File: src/hdl/bfm3_pkg.sv
// shared types and constants for the bloom filter core
package bfm3_pkg;

    localparam logic [1:0]  MODE_ADD        = 2'd0;
    localparam logic [1:0]  MODE_CHECK      = 2'd1;

    localparam logic        CFG_NUM_HASHES  = 1'b0;
    localparam logic        CFG_FILTER_BITS = 1'b1;

    localparam int          ROW_BITS        = 32;

    localparam logic [31:0] MIX_C1          = 32'hcc9e2d51;
    localparam logic [31:0] MIX_C2          = 32'h1b873593;
    localparam logic [31:0] MIX_ADD         = 32'he6546b64;
    localparam logic [31:0] FMIX_C1         = 32'h85ebca6b;
    localparam logic [31:0] FMIX_C2         = 32'hc2b2ae35;

    localparam logic [4:0]  NUM_HASHES_RST  = 5'd7;

    // controller to datapath
    typedef struct packed {
        logic latch;
        logic mix1;
        logic mix2;
        logic absorb;
        logic fin_init;
        logic fin0;
        logic fin1;
        logic div_load;
        logic div_step;
        logic wr_bit;
        logic next_hash;
        logic sweep;
        logic clear_regs;
        logic finish;
        logic emit_clear;
    } t_cmd;

    // datapath to controller
    typedef struct packed {
        logic start_clear;
        logic last_word;
        logic key_empty;
        logic div_done;
        logic hash_last;
        logic sweep_last;
    } t_status;

endpackage

File: src/hdl/bfm3_ctrl.sv
// controller state machine for the bloom filter core
module bfm3_ctrl
    import bfm3_pkg::*;
(
    input  logic    i_clk,
    input  logic    i_rst_n,
    input  logic    i_start,
    input  t_status i_status,
    output t_cmd    o_cmd,
    output logic    o_busy
);

    typedef enum logic [3:0] {
        S_SWEEP, S_IDLE, S_MIX1, S_MIX2, S_ABSORB, S_CHK,
        S_FIN0, S_FIN1, S_FIN2, S_DIV, S_RD, S_WR, S_DONE
    } t_state;

    t_state r_state, n_state;
    logic   r_clr, n_clr;

    always_comb begin
        o_cmd   = '0;
        n_state = r_state;
        n_clr   = r_clr;
        case (r_state)
            S_SWEEP: begin
                o_cmd.sweep = 1'b1;
                if (i_status.sweep_last) begin
                    o_cmd.emit_clear = r_clr;
                    n_clr            = 1'b0;
                    n_state          = S_IDLE;
                end
            end
            S_IDLE: begin
                if (i_start) begin
                    if (i_status.start_clear) begin
                        o_cmd.clear_regs = 1'b1;
                        n_clr            = 1'b1;
                        n_state          = S_SWEEP;
                    end else begin
                        o_cmd.latch = 1'b1;
                        n_state     = S_MIX1;
                    end
                end
            end
            S_MIX1: begin
                o_cmd.mix1 = 1'b1;
                n_state    = S_MIX2;
            end
            S_MIX2: begin
                o_cmd.mix2 = 1'b1;
                n_state    = S_ABSORB;
            end
            S_ABSORB: begin
                o_cmd.absorb = 1'b1;
                n_state      = i_status.last_word ? S_CHK : S_IDLE;
            end
            S_CHK: begin
                o_cmd.fin_init = 1'b1;
                n_state        = i_status.key_empty ? S_DONE : S_FIN0;
            end
            S_FIN0: begin
                o_cmd.fin0 = 1'b1;
                n_state    = S_FIN1;
            end
            S_FIN1: begin
                o_cmd.fin1 = 1'b1;
                n_state    = S_FIN2;
            end
            S_FIN2: begin
                o_cmd.div_load = 1'b1;
                n_state        = S_DIV;
            end
            S_DIV: begin
                o_cmd.div_step = 1'b1;
                if (i_status.div_done) begin
                    n_state = S_RD;
                end
            end
            S_RD: begin
                n_state = S_WR;
            end
            S_WR: begin
                o_cmd.wr_bit = 1'b1;
                if (i_status.hash_last) begin
                    n_state = S_DONE;
                end else begin
                    o_cmd.next_hash = 1'b1;
                    n_state         = S_FIN0;
                end
            end
            S_DONE: begin
                o_cmd.finish = 1'b1;
                n_state      = S_IDLE;
            end
            default: begin
                n_state = S_IDLE;
            end
        endcase
    end

    always_ff @(posedge i_clk) begin
        if (!i_rst_n) begin
            r_state <= S_SWEEP;
            r_clr   <= 1'b0;
        end else begin
            r_state <= n_state;
            r_clr   <= n_clr;
        end
    end

    assign o_busy = (r_state != S_IDLE);

endmodule

File: config.mk
export PLATFORM = sky130hd
export DESIGN_NAME = bfm3_ctrl
export DESIGN_NICKNAME = d
export VERILOG_FILES = /design/src/hdl/bfm3_pkg.sv /design/src/hdl/bfm3_ctrl.sv
export SDC_FILE = /design/constraint.sdc
export NUM_CORES = 1
export LEC_CHECK = 0
export ABC_AREA = 1
export BUFFER_PORTS_ARGS = -buffer_cell sky130_fd_sc_hd__buf_2
export CAP_MARGIN = 20
export CELL_PAD_IN_SITES_DETAIL_PLACEMENT = 0
export CELL_PAD_IN_SITES_GLOBAL_PLACEMENT = 1
export CORE_MARGIN = 2
export CORE_UTILIZATION = 28
export DETAILED_ROUTE_END_ITERATION = 6
export PLACE_DENSITY = 0.86
export SLEW_MARGIN = 40
export SYNTH_ARGS = -nofsm -noshare
export SYNTH_HDL_FRONTEND = slang
export SYNTH_SLANG_ARGS = --single-unit
export TNS_END_PERCENT = 1
File: constraint.sdc
create_clock -name i_clk -period 3.1 [get_ports i_clk]
set_clock_uncertainty 0.2 [all_clocks]
set_input_delay 0.155 -clock i_clk [delete_from_list [all_inputs] [get_ports i_clk]]
set_output_delay 0.155 -clock i_clk [all_outputs]
set_load 0.02 [all_outputs]
* After elaboration in Yosys (flattened, before gate mapping)
Cells that the tools add are included.
** Storage, ports and cells
- Register bits :: 5
- Output and inout port bits :: 16
- Word-level logic and storage cells :: 55
** Operators by class
- Equality and inequality tests :: 17
- Mux-type cells :: 32
- Reduce and logical (&&, ||, !) cells :: 4
** Operators by type and width (count)
- $pmux 4 s12 :: 1
- $mux 1 :: 22
- $eq 4x4->1 const B :: 5
- $mux 4 :: 5
- $eq 4x3->1 const B :: 4
- $eq 4x2->1 const B :: 2
- $ne 2x2->1 const B :: 4
- $eq 4x1->1 const B :: 1
- $logic_not 4->1 :: 1
- $mux 2 :: 2
- $ne 4x1->1 const B :: 1
- $reduce_and 4->1 :: 1
- $mux 3 :: 1
- $reduce_and 3->1 :: 1
- $pmux 1 s2 :: 1
- $reduce_bool 2->1 :: 1

* Depth between registers and ports, before layout
Gate-level depths: netlist of the first run.
- Word-level depth :: 3
- Mapped depth :: 9
- Depth with buffers taken out :: 9

* Least setup slack after synthesis of the first run
Ideal clock, no wire load.
- Path kind :: register to output
- Start point :: register r_state[2]
- End point :: output port o_cmd[13] in the netlist's numbering
- Arrival time :: 1.100 ns
- Setup slack :: 1.645 ns
- Stages on the path, launching flop included :: 4
- Cell sequence :: dfxtp_1 nor2_2 inv_1 nor3_1
** RTL lines
- start, declared :: RTL line bfm3_ctrl.sv:18 : t_state r_state, n_state;
- start signal, assigned :: RTL line bfm3_ctrl.sv:107 : r_state <= n_state;
- end, declared :: RTL line bfm3_ctrl.sv:9 : output t_cmd o_cmd,

==> impl_metrics.csv, run 1 <==
group,metric,value,unit
synthesis,synth_compound_gate_area_share,0.0810,
job,drv_cap,0,
layout,num-fill-cells,189,
timing,layout_min_cycle_time,1660,ps
clock_tree,cts_tree,"built",
detailed_routing,remaining_drc_errors,0,
placed_design,place_inst,121,
clock_tree,post-cts-setup-buffer-count,0,
critical_path,critPathSlowestCell,"dfxtp_1",
timing,tns,0,ps
pwr,leakage,0.406,nW
critical_path,max_stage_delay,350,ps
grt,antenna_found_initial,0,
detailed_routing,drt-pass1-iter-count,4,
timing,max_freq,603,MHz
placed_design,portBuffers,24,
critical_path,critPathKind,"reg2out",
timing,maxSlewHeadroom,0.790,
layout,utilization,0.421,
synthesis,yosys.area_share.xor_xnor,0,
grt,grt_pass1_wl,1.76,mm
grt,track_usage,0.123,
timing,period_share,0.535,
detailed_routing,vias,541,
critical_path,arrival,1300,ps
timing,grt_setup_unrepaired,"no",
pwr,comb_power_share,0.308,
synthesis,synth_top_family_by_area,"simple AND/OR/NAND/NOR gates",
die,die-area,1940,um2
layout,synthToLayoutAreaGrowth,41.6,%
pwr,seqPwrFrac,0.349,
layout,final_nets,121,
detailed_routing,viasPerCell,4.26,
synthesis,synth-simple-area-share,0.536,
detailed_routing,ant_nets,0,
grt,grt_overflow_total,0,
synthesis,synth_cells,81,
layout,drive_above_1_share,0.333,
synthesis,netlist_area,448,um2
timing,setup_viol_count_final,0,
critical_path,crit_required,2740,ps
clock_tree,cts_buffer_depth,2,
synthesis,syn_avg_cell_area,5.53,um2
die,die_w,44.0,um
clock_tree,cts_htree_levels,1,
status,outcome,"finished clean",
die,die_y,44.0,um
clock_tree,clk_pin_slew,40,ps
layout,antennaDiodeCount,0,
detailed_routing,wl_per_cell,8.88,um
clock_tree,clock-root-buffer,"clkbuf_4",
min_path,min_path_type,"in2reg",
synthesis,ys_seq_elements,5,
placed_design,gp_congestion,0.796,
die,core-area,1510,um2
detailed_routing,drt_iter0_drc,15,
timing,tightestPinTransition,314,ps
detailed_routing,routed_wl,1.13,mm
critical_path,crit_path_cell_trace,"nor2_2 > inv_1 > nor3_1 > buf_2",
synthesis,synth_mux_area_frac,0,
pwr,switching_power,0.0708,mW
critical_path,worst_r2r_path_depth,6,
timing,final_hold_viol_count,0,
synthesis,yosysWarnings,0,
pwr,power_density,335,nW/um2
clock_tree,clock_sinks,5,
timing,maxSlewViolCount,0,
synthesis,synth_fa_ha_area_frac,0,
clock_tree,clock_latency,240,ps
grt,grt_pass1_vias,448,
synthesis,synth_nets,90,
pwr,clkPwrFrac,0.343,
layout,final_cells,127,
critical_path,start_kind,"flip-flop",
critical_path,crit_path_end_kind,"primary output",
pwr,p_int,0.142,mW
pwr,p_sw_frac,0.333,
synthesis,synth_cell_types,15,
pwr,max-vdd-ir-drop,153,uV
die,io_pins,25,
synthesis,yosysSeqAreaShare,0.223,
die,row_count,14,
critical_path,worstPathMaxFanout,7,
grt,grt_max_degree,8,
min_path,min_path_cells,3,
clock_tree,cts_buffers,3,
placed_design,dp_hpwl,968,um
die,floorplan.initialDensity,0.297,
-- stage by stage --
stage	hold WS, ps	cell area, um2	power [mW]	setup slack, ps
CTS	47.5	634	0.218	1440
global route	68.6	634	0.229	1340
floorplan	75.6	448	0.120	1640
global placement	214	588	0.139	1660
finish	50.0	634	0.213	1440
detailed placement	211	588	0.139	1700
-- routing by layer --
| metal | global-route usage | wire length [um] | up-vias |
|---|---|---|---|
| li1 | - | - | 300 |
| met1 | 0.155 | 528 | 228 |
| met2 | 0.200 | 546 | 13 |
| met3 | 0.0125 | 52 | 0 |
| met4 | 0.0727 | 0 | 0 |
| met5 | 0 | 0 | - |
-- synthesized netlist by cell type --
library cell,n,area [um2]
nand2_1,22,82.6
inv_1,18,67.6
nor2_1,15,56.3
a21oi_1,5,25.0
dfxtp_1,5,100
nor2_4,3,33.8
nand2_2,2,12.5
nand3_1,2,10.0
nand3_2,2,20.0
nor2_2,2,12.5
a31oi_1,1,6.26
inv_2,1,3.75
nand3b_1,1,7.51
nor3_1,1,5.00
o21ai_0,1,5.00
-- critical path: cells and delay by family, from the launching register on --
| kind | cells | cell delay, ps |
|---|---|---|
| AND/OR/NAND/NOR | 2 | 430 |
| buffers and inverters | 2 | 290 |
| flip-flops | 1 | 350 |
-- logic make-up after synthesis --
family,count (synthesis)
simple gates,50
buf+inv,19
compound gates,7
flops,5
-- sequential cells by signal (all words and copies together), names as in the netlist --
register  flops
r_clr         1
r_state       4
-- power by group through the flow --
stage	combinational [mW]	sequential (mW)	clock [mW]
after floorplan	0.0457	0.0742	0
after global placement	0.0645	0.0748	0
after detailed placement	0.0644	0.0751	0
after CTS	0.0664	0.0740	0.0778
after global routing	0.0738	0.0746	0.0809
final	0.0654	0.0742	0.0730
-- final cells by class --
type                    instances  area (um2)  share of cell area
multi-input cells              57         277               0.436
repair buffers                 26         140               0.221
flip-flops and latches          5         100               0.158
inverters                      19        71.3               0.112
clock buffers                   4        26.3              0.0414
well taps                      16        20.0              0.0316
-- placed cells by master (no fill, tap or decap) --
master          n
buf_2          24
nand2_1        22
inv_1          18
nor2_1         15
a21oi_1         5
dfxtp_1         5
nor2_4          3
clkbuf_4        3
nor2_2          2
nand2_2         2
nand3_1         2
nand3_2         2
dlygate4sd3_1   2
inv_2           1
nor3_1          1
nand3b_1        1
a31oi_1         1
o21ai_0         1
clkbuf_1        1
-- what timing repair did --
item,in CTS,in global routing
resized for setup,0,0
hold buffers,2,0
endpoints found under the hold margin,3,0
-- worst paths after layout --
check / start / end / slack, ps
max: r_state[3] / o_cmd[13] / 1440
min: i_status[3] / r_state[3] / 50
max reg2reg: r_state[3] / r_clr / 1680
min reg2reg: r_clr / r_clr / 290
No activity file was read; power rests on OpenSTA's default activity.
==> run 2: changes to the inputs <==
--- a/config.mk
+++ b/config.mk
@@ -5,15 +5,15 @@
 export SDC_FILE = /design/constraint.sdc
 export NUM_CORES = 1
 export LEC_CHECK = 0
-export ABC_AREA = 1
+export ABC_AREA = 0
 export BUFFER_PORTS_ARGS = -buffer_cell sky130_fd_sc_hd__buf_2
 export CAP_MARGIN = 20
 export CELL_PAD_IN_SITES_DETAIL_PLACEMENT = 0
 export CELL_PAD_IN_SITES_GLOBAL_PLACEMENT = 1
 export CORE_MARGIN = 2
-export CORE_UTILIZATION = 28
+export CORE_UTILIZATION = 25
 export DETAILED_ROUTE_END_ITERATION = 6
-export PLACE_DENSITY = 0.86
+export PLACE_DENSITY = 0.78
 export SLEW_MARGIN = 40
 export SYNTH_ARGS = -nofsm -noshare
 export SYNTH_HDL_FRONTEND = slang
==> constraint.sdc (replaced) <==
create_clock -name i_clk -period 1.5 [get_ports i_clk]
set_clock_uncertainty 0.2 [all_clocks]
set_input_delay 0.075 -clock i_clk [delete_from_list [all_inputs] [get_ports i_clk]]
set_output_delay 0.075 -clock i_clk [all_outputs]
set_load 0.02 [all_outputs]
==> run 2 against run 1 <==
  * The flow now finishes with violations (setup timing)
  * Combinational power grew to 3.5 times the previous value
  * Sequential power increased by 110%
  * Non-clock buffer count rose by 16
  * Synthesized cell count shrank 27%
  * Sequential share of layout area down 2.4 points
  * Flip-flop and latch count is the same
  * Register-to-register slack got worse by 1600 ps
  * Utilization grew 7.7 points
  * Critical endpoint is now o_cmd[14]
  * Largest power group is now combinational cells
  * Highest routed layer unchanged
==> impl_metrics.csv, run 2 <==
group,metric,value,unit
placed_design,dp_hpwl,970,um
layout,final_common_cell,"buf_2",
status,outcome,"finished with violations",
layout,final_nets,111,
synthesis,async_flop_share,0,
synthesis,synth-simple-area-share,0.386,
critical_path,max_stage_delay,380,ps
timing,tns,-69.0,ps
detailed_routing,drt-pass1-iter-count,4,
synthesis,yosysWarnings,0,
pwr,power_density,645,nW/um2
status,violations,"setup timing",
clock_tree,cts_buffers,3,
synthesis,netlist_area,440,um2
timing,layout_min_cycle_time,1540,ps
synthesis,synth_edf_count,0,
grt,grt_max_degree,12,
detailed_routing,wl_per_cell,12.5,um
min_path,min_path_type,"in2reg",
critical_path,critPathSlowestCell,"dfxtp_4",
die,floorplan.initialDensity,0.261,
placed_design,portBuffers,24,
critical_path,arrival,1260,ps
pwr,leakage,0.396,nW
critical_path,critPathKind,"reg2out",
grt,track_usage,0.139,
grt,grt_pass1_wl,2.13,mm
grt,grt_overflow_total,0,
placed_design,place_area,619,um2
synthesis,synth_common_cells,"7 x nand2_1, 7 x nor2_1, 6 x nor3_1, 5 x dfxtp_1",
synthesis,netlist_top_cells_area,"dfxtp_1 23%, nor3_1 6.8%, nand2_1 6.0%",
layout,antennaDiodeCount,0,
die,die_w,46.0,um
timing,final_hold_viol_count,0,
synthesis,synth_top_area_share,0.227,
critical_path,cp-endpoint,"o_cmd[14]",
die,io_pins,25,
layout,utilization,0.499,
placed_design,place_ws,59.5,ps
critical_path,cp-startpoint,"r_state[3]",
job,drv_cap,0,
clock_tree,cts_buffer_depth,2,
timing,maxSlewViolCount,0,
critical_path,start_kind,"flip-flop",
pwr,max-vdd-ir-drop,429,uV
synthesis,yosys.area_share.xor_xnor,0,
detailed_routing,drt_iter0_drc,7,
clock_tree,clock-root-buffer,"clkbuf_4",
critical_path,r2r_setup_slack,50,ps
clock_tree,clk_pin_slew,50,ps
timing,max_freq,651,MHz
placed_design,gp_congestion,0.729,
grt,grt_pass1_vias,517,
layout,drive_above_1_share,0.634,
detailed_routing,vias,591,
placed_design,place_inst,104,
layout,top_register,"r_state",
detailed_routing,viasPerCell,5.01,
synthesis,ys_seq_elements,5,
die,core-area,1690,um2
timing,period_share,1.02,
timing,grt_setup_unrepaired,"yes",
critical_path,worstPathMaxFanout,11,
critical_path,crit_required,1220,ps
timing,setup_viol_count_final,2,
clock_tree,cts_htree_levels,1,
synthesis,synth_cells,59,
timing,tightestPinTransition,289,ps
detailed_routing,routed_wl,1.47,mm
timing,timing.final.ws_setup,-35.0,ps
die,row_count,15,
synthesis,synth_compound_gate_area_share,0.264,
timing,maxSlewHeadroom,0.807,
critical_path,crit_path_cell_trace,"and2b_1 > nand2_2 > nor3b_2 > buf_4",
synthesis,synth_top_flop_cell,"dfxtp_1",
critical_path,crit_path_end_kind,"primary output",
synthesis,synth_mux_area_frac,0.0256,
layout,synthToLayoutAreaGrowth,91.2,%
die,die_y,46.0,um
die,die-area,2110,um2
synthesis,synth_fa_ha_area_frac,0,
synthesis,synth_cell_types,32,
clock_tree,clock_sinks,5,
synthesis,synth_nets,68,
layout,biggestRegsByFlops,"r_state (4), r_clr (1)",
clock_tree,clock_latency,240,ps
critical_path,worst_r2r_path_depth,4,
layout,final_cells,118,
layout,largest_reg_flops,4,
detailed_routing,ant_nets,0,
layout,layout_common_cells,"18 x buf_2, 16 x buf_4, 6 x nand2_1, 6 x nor2_1",
grt,antenna_found_initial,0,
synthesis,synth_area_leader_cell,"dfxtp_1",
synthesis,synth_top_family_by_area,"simple AND/OR/NAND/NOR gates",
pwr,power.total,0.543,mW
critical_path,r2r-end,"r_state[2]",
timing,timing.hold.ws,74.3,ps
clock_tree,cts_tree,"built",
synthesis,syn_avg_cell_area,7.46,um2
detailed_routing,remaining_drc_errors,0,
layout,final_area,842,um2
critical_path,worst_r2r_startpoint,"r_state[1]",
synthesis,yosysSeqAreaShare,0.227,
## run 2: cell types whose count changed in the layout (fill, tap and decap cells not counted), moves of 3 or more
cell      change
buf_4        +16
nor3_2        +4
inv_1        -17
buf_6         +4
buf_2         -6
dfxtp_1       -4
nor2_1        -9
nand2b_4      +3
a21oi_1       -5
nand2_1      -16
dfxtp_4       +3
## run 2: cell families (layout without fill, tap and decap cells)
group / Yosys count / count (layout)
multiplexers: 1 / 1
AND/OR/NAND/NOR: 32 / 32
buffers and inverters: 8 / 50
AO/OA/AOI/OAI: 13 / 13
flip-flops: 5 / 5
## run 2: worst min path at each step
stage	startpoint	to	slack (ps)	cells after the start
floorplan	i_rst_n	r_clr	-7	1
global placement	i_rst_n	r_state[3]	160	2
detailed placement	i_rst_n	r_clr	160	2
CTS	i_status[5]	r_clr	70	3
global route	i_status[1]	r_state[1]	90	4
finish	i_status[5]	r_clr	70	3
## run 2: layout make-up
cell class	instances	area (um2)
multi-input combinational	46	369
timing repair buffer	42	295
fill	156	847
tap	17	21.3
inverter	4	17.5
sequential	5	113
clock buffer	4	26.3
## run 2: power by group
group	total, mW	switching (mW)	internal (mW)
combinational	0.231	0.116	0.115
clock	0.158	0.0574	0.101
sequential	0.154	0.0145	0.139
## run 2: worst max-delay path, delay by kind of cell, from the launching register on
family | cells | cell delay, ps
buffers and inverters | 1 | 160
DFF | 1 | 380
and+or+nand+nor | 3 | 480
## run 2: what timing repair did
item | in CTS | in global routing
endpoints found under the setup margin | 16 | 12
cloned | 0 | 0
hold buffers | 4 | 0
gates resized for setup | 23 | 10
endpoints found under the hold margin | 5 | 0
buffers inserted | 6 | 0
pin swaps | 2 | 3
## run 2: layer usage
layer	track usage	up-vias	part of all wire
li1	-	298	-
met1	0.160	276	0.44
met2	0.242	17	0.52
met3	0.0476	0	0.044
met4	0.0343	0	0
met5	0	-	0
==> run 3: changes to the inputs <==
--- a/config.mk
+++ b/config.mk
@@ -8,12 +8,10 @@
 export ABC_AREA = 0
 export BUFFER_PORTS_ARGS = -buffer_cell sky130_fd_sc_hd__buf_2
 export CAP_MARGIN = 20
-export CELL_PAD_IN_SITES_DETAIL_PLACEMENT = 0
-export CELL_PAD_IN_SITES_GLOBAL_PLACEMENT = 1
-export CORE_MARGIN = 2
-export CORE_UTILIZATION = 25
+export CORE_AREA = 2 2 39 41
 export DETAILED_ROUTE_END_ITERATION = 6
-export PLACE_DENSITY = 0.78
+export DIE_AREA = 0 0 41 43
+export PLACE_DENSITY = 0.71
 export SLEW_MARGIN = 40
 export SYNTH_ARGS = -nofsm -noshare
 export SYNTH_HDL_FRONTEND = slang
==> run 3 against run 2 <==
  * Routed wire length is 5.7% higher
  * Die area fell by 17%
  * Largest power group unchanged
  * The flow still finishes with violations (setup timing)
  * Sequential power about the same
  * Sequential share of layout area grew 0.30 points
==> impl_metrics.csv, run 3 (synthesized netlist as in run 2, its figures left out) <==
group,metric,value,unit
clock_tree,clk_pin_slew,50,ps
timing,timing.final.ws_setup,-20.4,ps
pwr,leakage,0.378,nW
critical_path,r2r-end,"r_state[0]",
die,floorplan.initialDensity,0.318,
clock_tree,clock_latency,250,ps
detailed_routing,ant_nets,0,
timing,period_share,1.01,
die,core-area,1380,um2
die,die-area,1760,um2
timing,max_freq,658,MHz
die,die_w,41,um
critical_path,crit_path_end_kind,"primary output",
layout,final_nets,107,
status,violations,"setup timing",
timing,setup_viol_count_final,2,
critical_path,r2r_setup_slack,20,ps
grt,track_usage,0.189,
timing,layout_min_cycle_time,1520,ps
critical_path,worst_r2r_path_depth,4,
grt,grt_pass1_vias,532,
critical_path,worst_r2r_startpoint,"r_state[2]",
timing,maxSlewHeadroom,0.816,
layout,drive_above_1_share,0.629,
clock_tree,cts_buffers,3,
placed_design,portBuffers,24,
critical_path,cp-endpoint,"o_cmd[0]",
layout,layout_common_cells,"15 x buf_2, 14 x buf_4, 5 x nand2_1, 5 x nor2_1",
detailed_routing,viasPerCell,5.35,
layout,top_register,"r_state",
detailed_routing,drt-pass1-iter-count,4,
detailed_routing,remaining_drc_errors,0,
detailed_routing,wl_per_cell,13.8,um
critical_path,crit_required,1220,ps
timing,grt_setup_unrepaired,"yes",
placed_design,place_inst,99,
grt,grt_overflow_total,0,
placed_design,gp_congestion,0.810,
critical_path,arrival,1250,ps
clock_tree,cts_tree,"built",
status,outcome,"finished with violations",
clock_tree,clock_sinks,5,
pwr,power_density,645,nW/um2
grt,grt_pass1_wl,2.22,mm
die,die_y,43,um
critical_path,worstPathMaxFanout,5,
grt,grt_max_degree,11,
timing,maxSlewViolCount,0,
die,io_pins,25,
layout,final_cells,113,
layout,num-fill-cells,113,
min_path,min_path_type,"in2reg",
layout,antennaDiodeCount,0,
critical_path,cp-startpoint,"r_state[0]",
critical_path,critPathKind,"reg2out",
timing,final_hold_viol_count,0,
timing,tightestPinTransition,273,ps
clock_tree,cts_buffer_depth,2,
critical_path,start_kind,"flip-flop",
placed_design,dp_hpwl,899,um
pwr,power.total,0.531,mW
job,drv_cap,0,
layout,biggestRegsByFlops,"r_state (4), r_clr (1)",
grt,antenna_found_initial,0,
layout,utilization,0.595,
die,row_count,14,
clock_tree,clock-root-buffer,"clkbuf_4",
layout,synthToLayoutAreaGrowth,86.9,%
clock_tree,cts_htree_levels,1,
layout,largest_reg_flops,4,
layout,final_common_cell,"buf_2",
pwr,max-vdd-ir-drop,356,uV
detailed_routing,routed_wl,1.56,mm
detailed_routing,drt_iter0_drc,16,
detailed_routing,vias,605,
[run 3: cell count changes in the layout (fill, tap and decap cells not counted), sizes merged]
cell	before	now
buf	38	34
[run 3: final cells by class]
| type | instances | area [um2] | area share |
|---|---|---|---|
| inverters | 4 | 17.5 | 0.0213 |
| clock buffers | 4 | 26.3 | 0.0319 |
| multi-input cells | 46 | 362 | 0.439 |
| repair buffers | 38 | 285 | 0.347 |
| well taps | 16 | 20.0 | 0.0243 |
| flip-flops and latches | 5 | 113 | 0.137 |
[run 3: metrics by stage]
step | hold slack, ps | setup TNS [ps] | setup WS [ps] | cell area [um2]
after floorplan | -7.40 | 0 | 8.79 | 445
after global placement | 151 | 0 | 65.0 | 588
after detailed placement | 153 | 0 | 28.4 | 588
after CTS | 47.2 | -2.35 | -1.89 | 757
after global routing | 77.2 | -344 | -93.5 | 823
final | 48.3 | -28.9 | -20.4 | 823
[run 3: worst min-delay path by stage]
stage,from,end,depth (start not counted)
2_1_floorplan,i_rst_n,r_clr,1
3_3_place_gp,i_rst_n,r_clr,2
3_5_place_dp,i_rst_n,r_clr,2
4_1_cts,i_status[1],r_state[1],4
5_1_grt,i_status[1],r_state[1],4
6_report,i_status[1],r_state[1],4
[run 3: what timing repair did]
item | in CTS | in global routing
endpoints found under the hold margin | 5 | 0
cloned | 0 | 0
setup endpoints to repair | 16 | 14
pin swaps | 1 | 3
hold buffers | 4 | 0
setup buffers | 5 | 1
resized for setup | 20 | 17
[run 3: worst max-delay path, stage by stage, from the launching register on]
cell and delay (ps):
dfxtp_2 330, buf_6 130, inv_4 70, nand3_2 110
inv_2 80, and3_4 180, buf_6 110
[run 3: metal layers]
metal	part of all wire	track usage	up-vias	wire length, um
li1	-	-	294	-
met1	0.44	0.218	296	678
met2	0.53	0.300	13	817
met3	0.029	0.0471	2	45
met4	0.0090	0.100	0	14
met5	0	0	-	0
[run 3: where the power goes]
part	switching (mW)	internal, mW
combinational	0.115	0.102
clock	0.0612	0.101
sequential	0.0131	0.139
